`config.mk`:
```
export PLATFORM = sky130hd
export DESIGN_NAME = sgsg_map_unit
export DESIGN_NICKNAME = d
export VERILOG_FILES = /design/src/rtl/sgsg_pkg.sv /design/src/rtl/sgsg_map_unit.sv
export SDC_FILE = /design/constraint.sdc
export NUM_CORES = 1
export LEC_CHECK = 0
export BUFFER_PORTS_ARGS = -buffer_cell sky130_fd_sc_hd__buf_2
export CORE_MARGIN = 10
export CORE_UTILIZATION = 50
export DETAILED_ROUTE_END_ITERATION = 16
export MAX_ROUTING_LAYER = met4
export PLACE_DENSITY = 0.73
export SLEW_MARGIN = 10
export SYNTH_ARGS = -nofsm -noshare
export SYNTH_HDL_FRONTEND = slang
export SYNTH_SLANG_ARGS = --single-unit
export TNS_END_PERCENT = 10
```
`constraint.sdc`:
```
create_clock -name vclk -period 20.3
set_input_delay 3.045 -clock vclk [all_inputs]
set_output_delay 3.045 -clock vclk [all_outputs]
set_load 0.02 [all_outputs]
```
`src/rtl/sgsg_pkg.sv`:
```
// Shared types, constants and the stroke font table of the glyph segment generator.
package sgsg_pkg;

	localparam int SCALE_FRAC  = 12;
	localparam int COORD_W     = 18;
	localparam int COL_W       = 28;
	localparam int GLYPH_BYTES = 50;
	localparam int STR_W       = GLYPH_BYTES * 8;

	typedef enum logic [1:0] {
		REG_SCALE  = 2'd0,
		REG_VOFF   = 2'd1,
		REG_SWIDTH = 2'd2,
		REG_FWIDTH = 2'd3
	} reg_idx_t;

	typedef enum logic [2:0] {
		ST_IDLE,
		ST_SKIP,
		ST_MAP,
		ST_EMIT,
		ST_ADV
	} seq_state_t;

	typedef struct packed {
		logic       map_en;
		logic [1:0] coord;
		logic [4:0] g;
		logic       emit;
		logic       last;
		logic       dot;
		logic       adv;
	} seq_ctrl_t;

	// Base-17 digit of the font strings: '0'..'9' then 'a'..'g'.
	function automatic logic [4:0] digit_val(input logic [7:0] c);
		logic [7:0] v;
		if (c >= "a") begin
			v = (c - "a") + 8'd10;
		end else begin
			v = c - "0";
		end
		return v[4:0];
	endfunction

	// Stroke string of a character code, last character in the lowest byte.
	function automatic logic [STR_W-1:0] font_str(input logic [7:0] code);
		logic [STR_W-1:0] s;
		s = '0;
		unique case (code)
			"a": s = "L2888L888eL8e2eL2e2bL2b8b";
			"b": s = "L121eL1888L888eL8e1e";
			"c": s = "L9818L181eL1e9e";
			"d": s = "L929eL9828L282eL2e9e";
			"e": s = "L1b9bL9b98L9818L181eL1e9e";
			"f": s = "L8252L525eL2787";
			"g": s = "L9828L282eL2e9eL989gL9g2g";
			"h": s = "L121eL1888L888e";
			"i": s = "D54L585e";
			"j": s = "D74L787gL7g2g";
			"k": s = "L121eL881cL4b9e";
			"l": s = "L424eL4e8e";
			"m": s = "L1e18L1848L484eL4888L888e";
			"n": s = "L1e18L1888L888e";
			"o": s = "L2888L888eL8e2eL2e28";
			"p": s = "L181gL1888L888eL8e1e";
			"q": s = "L989gL9828L282eL2e9e";
			"r": s = "L1e18L1888";
			"s": s = "L9818L181bL1b9bL9b9eL9e1e";
			"t": s = "L545eL2888L5e9e";
			"u": s = "L181eL1e8eL888e";
			"v": s = "L185eL5e98";
			"w": s = "L182eL2e5bL5b8eL8e98";
			"x": s = "L189eL981e";
			"y": s = "L185eL985eL5e3gL3g1g";
			"z": s = "L1898L981eL1e9e";
			"A": s = "L1e16L1652L5296L969eL1999";
			"B": s = "L121eL1272L7294L9497L9778L1878L789aL9a9cL9c7eL1e7e";
			"C": s = "L9212L121eL1e9e";
			"D": s = "L121eL1262L6295L959bL9b6eL1e6e";
			"E": s = "L9212L121eL1878L1e9e";
			"F": s = "L121eL1292L1878";
			"G": s = "L9212L121eL1e9eL9e98L9858";
			"H": s = "L121eL929eL1898";
			"I": s = "L3272L525eL3e7e";
			"J": s = "L929cL9c7eL7e3eL3e1c";
			"K": s = "L121eL9219L389e";
			"L": s = "L121eL1e9e";
			"M": s = "L1e12L1257L5792L929e";
			"N": s = "L1e12L129eL9e92";
			"O": s = "L1292L929eL9e1eL1e12";
			"P": s = "L121eL1282L8293L9397L9788L1888";
			"Q": s = "L1292L929eL9e1eL1e12L6b9e";
			"R": s = "L121eL1282L8293L9397L9788L1888L589e";
			"S": s = "L9212L1218L1898L989eL9e1e";
			"T": s = "L1292L525e";
			"U": s = "L121eL1e9eL9e92";
			"V": s = "L125eL5e92";
			"W": s = "L122eL2e59L598eL8e92";
			"X": s = "L129eL921e";
			"Y": s = "L1258L9258L585e";
			"Z": s = "L1292L921eL1e9e";
			"0": s = "L1292L929eL9e1eL1e12L832d";
			"1": s = "L2e8eL525eL2552";
			"2": s = "L1292L9297L971eL1e9e";
			"3": s = "L1292L9258L5898L989eL9e1e";
			"4": s = "L1a82L828eL1a9a";
			"5": s = "L9212L1218L1898L989eL9e1e";
			"6": s = "L9219L191eL1e9eL9e98L9818";
			"7": s = "L1292L923e";
			"8": s = "L1292L929eL9e1eL1e12L1898";
			"9": s = "L9818L1812L1292L929eL9e1e";
			".": s = "D5d";
			",": s = "L6c4f";
			":": s = "D54D5a";
			";": s = "D54L6a4f";
			"+": s = "L535bL1797";
			"-": s = "L1797";
			"/": s = "L901e";
			"\\": s = "L109e";
			"(": s = "L7034L343aL3a7e";
			")": s = "L3074L747aL7a3e";
			"[": s = "L8030L303eL3e8e";
			"]": s = "L2070L707eL7e2e";
			"<": s = "L8227L278c";
			">": s = "L2287L872c";
			"=": s = "L1595L1999";
			"%": s = "L2442L4253L5335L3524L901eL6b89L899aL9a7cL7c6b";
			"_": s = "L1e9e";
			"|": s = "L505e";
			"'": s = "L5044";
			"\"": s = "L3034L7074";
			"^": s = "L1853L5398";
			" ": s = '0;
			default: s = "L2282L828eL8e2eL2e22";
		endcase
		return s;
	endfunction

endpackage

```
`src/rtl/sgsg_map_unit.sv`:
```
// Shared scale, offset and round unit: maps one glyph coordinate to screen units.
module sgsg_map_unit #(
	parameter int COORD_FRAC_BITS = 4
) (
	input  logic signed [sgsg_pkg::COL_W-1:0]   origin_col,
	input  logic        [sgsg_pkg::COORD_W-1:0] origin_row,
	input  logic        [15:0]                  scale,
	input  logic        [4:0]                   g,
	input  logic                                is_row,
	output logic        [sgsg_pkg::COORD_W-1:0] coord
);
	localparam int SH    = sgsg_pkg::SCALE_FRAC - COORD_FRAC_BITS;
	localparam int SUM_W = sgsg_pkg::COL_W + 2;

	logic [20:0]             prod;
	logic signed [SUM_W-1:0] col_sum;
	logic [SUM_W-1:0]        row_off;

	always_comb begin
		prod    = g * scale;
		col_sum = SUM_W'(origin_col) + $signed(SUM_W'(prod))
			+ $signed(SUM_W'(1) <<< (SH - 1));
		row_off = SUM_W'(prod) + (SUM_W'(1) << (SH - 1));
		if (is_row) begin
			coord = origin_row + row_off[SH +: sgsg_pkg::COORD_W];
		end else begin
			coord = col_sum[SH +: sgsg_pkg::COORD_W];
		end
	end

endmodule

```
==> results of run 1 <==
layout by cell type (no fill, tap or decap), types with 15 or more instances in the layout:
| cell | count |
|---|---|
| o21ai_0 | 33 |
| ha_1 | 85 |
| nor2_1 | 18 |
| buf_2 | 84 |
| a21oi_1 | 34 |
| nand2_1 | 61 |
| and2_1 | 55 |
| fa_1 | 43 |
| a21o_1 | 15 |
| inv_1 | 77 |
| xnor2_1 | 35 |
synth_stat cells (all sizes together), types with 3 or more instances:
library cell	instances
or3	7
mux2i	3
fa	43
nor2b	4
and2	55
o21a	8
inv	77
a2111oi	3
a21oi	34
xnor2	36
nor3b	3
a211oi	10
and3	6
nor3	10
buf	3
clkbuf	11
nand4	5
o21bai	5
a211o	4
nor2	18
ha	85
nor4	3
nand2	61
nand2b	7
nand3	11
o22ai	4
o21ai	35
a21o	18
o211ai	7
o2111ai	3
xor2	14
path summary, 6_finish.rpt:
check / endpoint / start / depth (start not counted) / slack [ns]
setup / recovery: coord[16] / g[4] / 25 / 7.69
hold / removal: coord[17] / origin_row[17] / 4 / 6.50
area by class of cell:
| class | count | area [um^2] | area share |
|---|---|---|---|
| inverters | 77 | 289 | 0.0543 |
| multi-input cells | 523 | 4460 | 0.837 |
| well taps | 129 | 161 | 0.0303 |
| repair buffers | 84 | 420 | 0.0789 |
cell families after synthesis:
| family | after synthesis |
|---|---|
| buf+inv | 91 |
| fa+ha+maj | 128 |
| compound gates | 145 |
| mux | 4 |
| simple gates | 196 |
| xor+xnor | 50 |
per-stage QoR:
stage	hold slack (ns)	instance area, um^2	cells	setup slack, ns
global route	6.54	5330	813	7.17
floorplan	6.32	4800	614	8.22
detailed placement	6.50	5330	813	7.68
global placement	6.49	5330	813	7.81
finish	6.50	5330	813	7.69
CTS	6.50	5330	813	7.68
power by group:
group | leakage (nW) | switching, mW | internal (mW)
sequential | 0 | 0 | 0
clock | 0 | 0 | 0
combinational | 2.75 | 0.501 | 0.361
total | 2.75 | 0.501 | 0.361
metal layers:
metal,global-route usage,vias up
met5,-,-
li1,-,2263
met2,0.256,77
met3,0.00863,2
met4,0.00386,0
met1,0.214,2013
critical path: stages:
cell	delay, ns
buf_2	0.19
and2_1	0.19
fa_1	0.50
fa_1	0.55
inv_1	0.05
fa_1	0.53
inv_1	0.04
ha_1	0.41
a2111oi_4	0.35
o21ai_1	0.16
a211oi_1	0.28
xnor2_1	0.27
o2111ai_1	0.27
nor4_1	0.36
nand2_1	0.12
xnor2_1	0.16
ha_1	0.31
nand3_1	0.10
nor2_1	0.16
a211oi_1	0.15
o21ai_1	0.23
a31oi_1	0.17
or4b_2	0.65
o211ai_1	0.10
buf_2	0.19
==> flow_summary.toml, run 1 <==
[layout]
drive_above_1_share = 0.149
fin_nets = 882
diodes = 0
fin_util = 0.574
design.seq.count = 0
fill_cells = 889
regArea_um2 = 0
n_clock_buffer = 0
area_growth_pct = 10.9

[place]
portBuffers = 84
gp_congestion = 0.920
dpl.hpwl_um = 9700

[synth]
synth_fp_nets = 810
synth_area_um2 = 4800
yosysTopAreaCell = "ha_1"
ys_warn_count = 0
ys_seq_area_frac = 0
synthTopCellsByArea = "ha_1 (22%), fa_1 (18%), and2_1 (7.2%)"
synthMuxAreaShare = 0.00860
synthAdderAreaFrac = 0.401
synth.distinct_cells = 61
synth_top_family_by_area = "adder cells"
synth_compound_gate_area_share = 0.209
synth_top_area_frac = 0.221
synth-simple-area-share = 0.217
syn_area_per_cell_um2 = 7.82
synthCells = 614
synth_xor_xnor_area_share = 0.0928

[detailed_routing]
via_per_inst = 5.36
drt_pass1_iterations = 4
vias = 4355
dr.first_iter.drc_count = 184
wl_um = 10900
wl_met1_um = 5600
dr_wl_met2_um = 4980
top_layer_used = "met4"
wl_per_cell_um = 13.3
ant_nets = 0
drcViolationCount = 0
route.met3.wl_um = 247

[timing]
setup_viol = 0
slew_viol_final = 0
max-slew-margin-rel = 0.579
min_period_over_period = 0.621
rsz0062_at_grt = "false"
hold_viol = 0
worst_pin_slew_ns = 0.626
max_freq_mhz = 79.3
min_period_ns = 12.61
tns_ns = 0

[floorplanning]
placementRows = 35
die-area_um2 = 13900
start_util = 0.517
pin_count = 86
die_x_um = 118
fp.dieH_um = 118
core_area_um2 = 9280

[power]
p_leak_nw = 2.75
ir_drop_v = 0.000105
power_mw = 0.862
power_density_nw_per_um2 = 162

[clock_tree]
cts_setup_buffers = 0
postCtsResizedCells = 0
cts_hold_buf = 0

[global_route]
antenna_found_initial = 0
grt_pass1_vias = 4345
grt_pass1_wl_um = 19000
grt_max_degree = 38
overflow = 0
grt_util_all_layers = 0.155

[critical_path]
start_kind = "input pin"
critical_path_arrival_ns = 9.57
cp-end-kind = "output pin"
path_max_fanout = 16
path_class = "input pin to output pin"
required_ns = 17.26

[run]
cap_violations = 0

[run_status]
status = "finished clean"

[min_path]
hold_class = "input pin to output pin"
Power figures use the tool's default switching activity.
==> run 2: changes to the inputs <==
==> constraint.sdc (replaced) <==
create_clock -name vclk -period 11.7
set_input_delay 1.755 -clock vclk [all_inputs]
set_output_delay 1.755 -clock vclk [all_outputs]
set_load 0.02 [all_outputs]
==> flow_summary.toml, run 2 (synthesis results as in run 1) <==
[critical_path]
required_ns = 9.95
critical_path_arrival_ns = 8.26
path_max_fanout = 16
crit_start = "g[4]"
path_class = "input pin to output pin"
cp-end-kind = "output pin"
start_kind = "input pin"

[place]
pre_cts_slack_ns = 1.62
portBuffers = 84
dpl.hpwl_um = 9990
dp_cells = 813
gp_congestion = 0.917

[power]
p_leak_nw = 2.75
power_density_nw_per_um2 = 282
ir_drop_v = 0.000162

[clock_tree]
cts_setup_buffers = 0
cts_hold_buf = 0
postCtsResizedCells = 0

[timing]
min_period_over_period = 0.856
rsz0062_at_grt = "false"
tns_ns = 0
worst_pin_slew_ns = 0.619
max_freq_mhz = 99.9
slew_viol_final = 0
setup_viol = 0
max-slew-margin-rel = 0.584
hold_viol = 0
min_period_ns = 10.01
setup_slack_ns = 1.69

[min_path]
hold_class = "input pin to output pin"
hold_start = "origin_row[17]"

[floorplanning]
fp.dieH_um = 118
pin_count = 86
core_area_um2 = 9280
placementRows = 35
start_util = 0.517
die_x_um = 118
die-area_um2 = 13900

[layout]
area_growth_pct = 10.9
diodes = 0
n_clock_buffer = 0
design.seq.count = 0
fin_cells = 813
fill_cells = 908
mostFrequentLayoutCell = "ha_1"
drive_above_1_share = 0.149
fin_nets = 882
regArea_um2 = 0
most-common-layout-cells = "ha_1 (85), buf_2 (84), inv_1 (77)"

[detailed_routing]
wl_um = 11200
ant_nets = 0
wl_per_cell_um = 13.8
via_per_inst = 5.39
drt_pass1_iterations = 5
drcViolationCount = 0
vias = 4384
dr.first_iter.drc_count = 212

[global_route]
grt_pass1_wl_um = 19600
grt_max_degree = 38
overflow = 0
grt_util_all_layers = 0.159
antenna_found_initial = 0
grt_pass1_vias = 4508

[run]
cap_violations = 0

[run_status]
status = "finished clean"
[run 2: cell counts in the layout (fill, tap and decap cells not counted)]
No cell type changed its count.
[run 2: power breakdown]
group          switching (mW)  internal, mW
logic                   0.873         0.628
registers                   0             0
clock network               0             0
[run 2: stage by stage]
stage / cell area [um^2] / power (mW) / hold slack [ns] / util
4_1_cts: 5330 / 1.50 / 3.92 / 0.574
2_1_floorplan: 4800 / 1.17 / 3.74 / -
3_3_place_gp: 5330 / 1.45 / 3.91 / 0.574
5_1_grt: 5330 / 1.70 / 3.95 / 0.574
6_report: 5330 / 1.50 / 3.91 / 0.574
3_5_place_dp: 5330 / 1.49 / 3.91 / 0.574
[run 2: final cells by class]
cell class,instances,area [um^2],share of cell area
inverters,77,289,0.0543
multi-input cells,523,4460,0.837
well taps,129,161,0.0303
repair buffers,84,420,0.0789
[run 2: metal layers]
layer  GRT usage  share of wire
met3      0.0144          0.037
met1       0.206           0.49
met2       0.276           0.47
met5           -              0
met4     0.00464         0.0017
[run 2: critical path: stages]
cell and delay (ns):
buf_2 0.19, and2_1 0.19, fa_1 0.50, fa_1 0.56, inv_1 0.06, fa_1 0.53
inv_1 0.05, ha_1 0.41, a2111oi_4 0.35, o21ai_1 0.16, a211oi_1 0.28, xnor2_1 0.27
o2111ai_1 0.27, nor4_1 0.36, nand2_1 0.12, xnor2_1 0.15, ha_1 0.32, nand3_1 0.10
nor2_1 0.14, a211oi_1 0.14, o21ai_1 0.22, a31oi_1 0.16, or4b_2 0.65, o211ai_1 0.10
buf_2 0.19
[run 2: path summary, 6_finish.rpt]
kind | to | cells after the start
setup / recovery | coord[16] | 25
hold / removal | coord[17] | 4
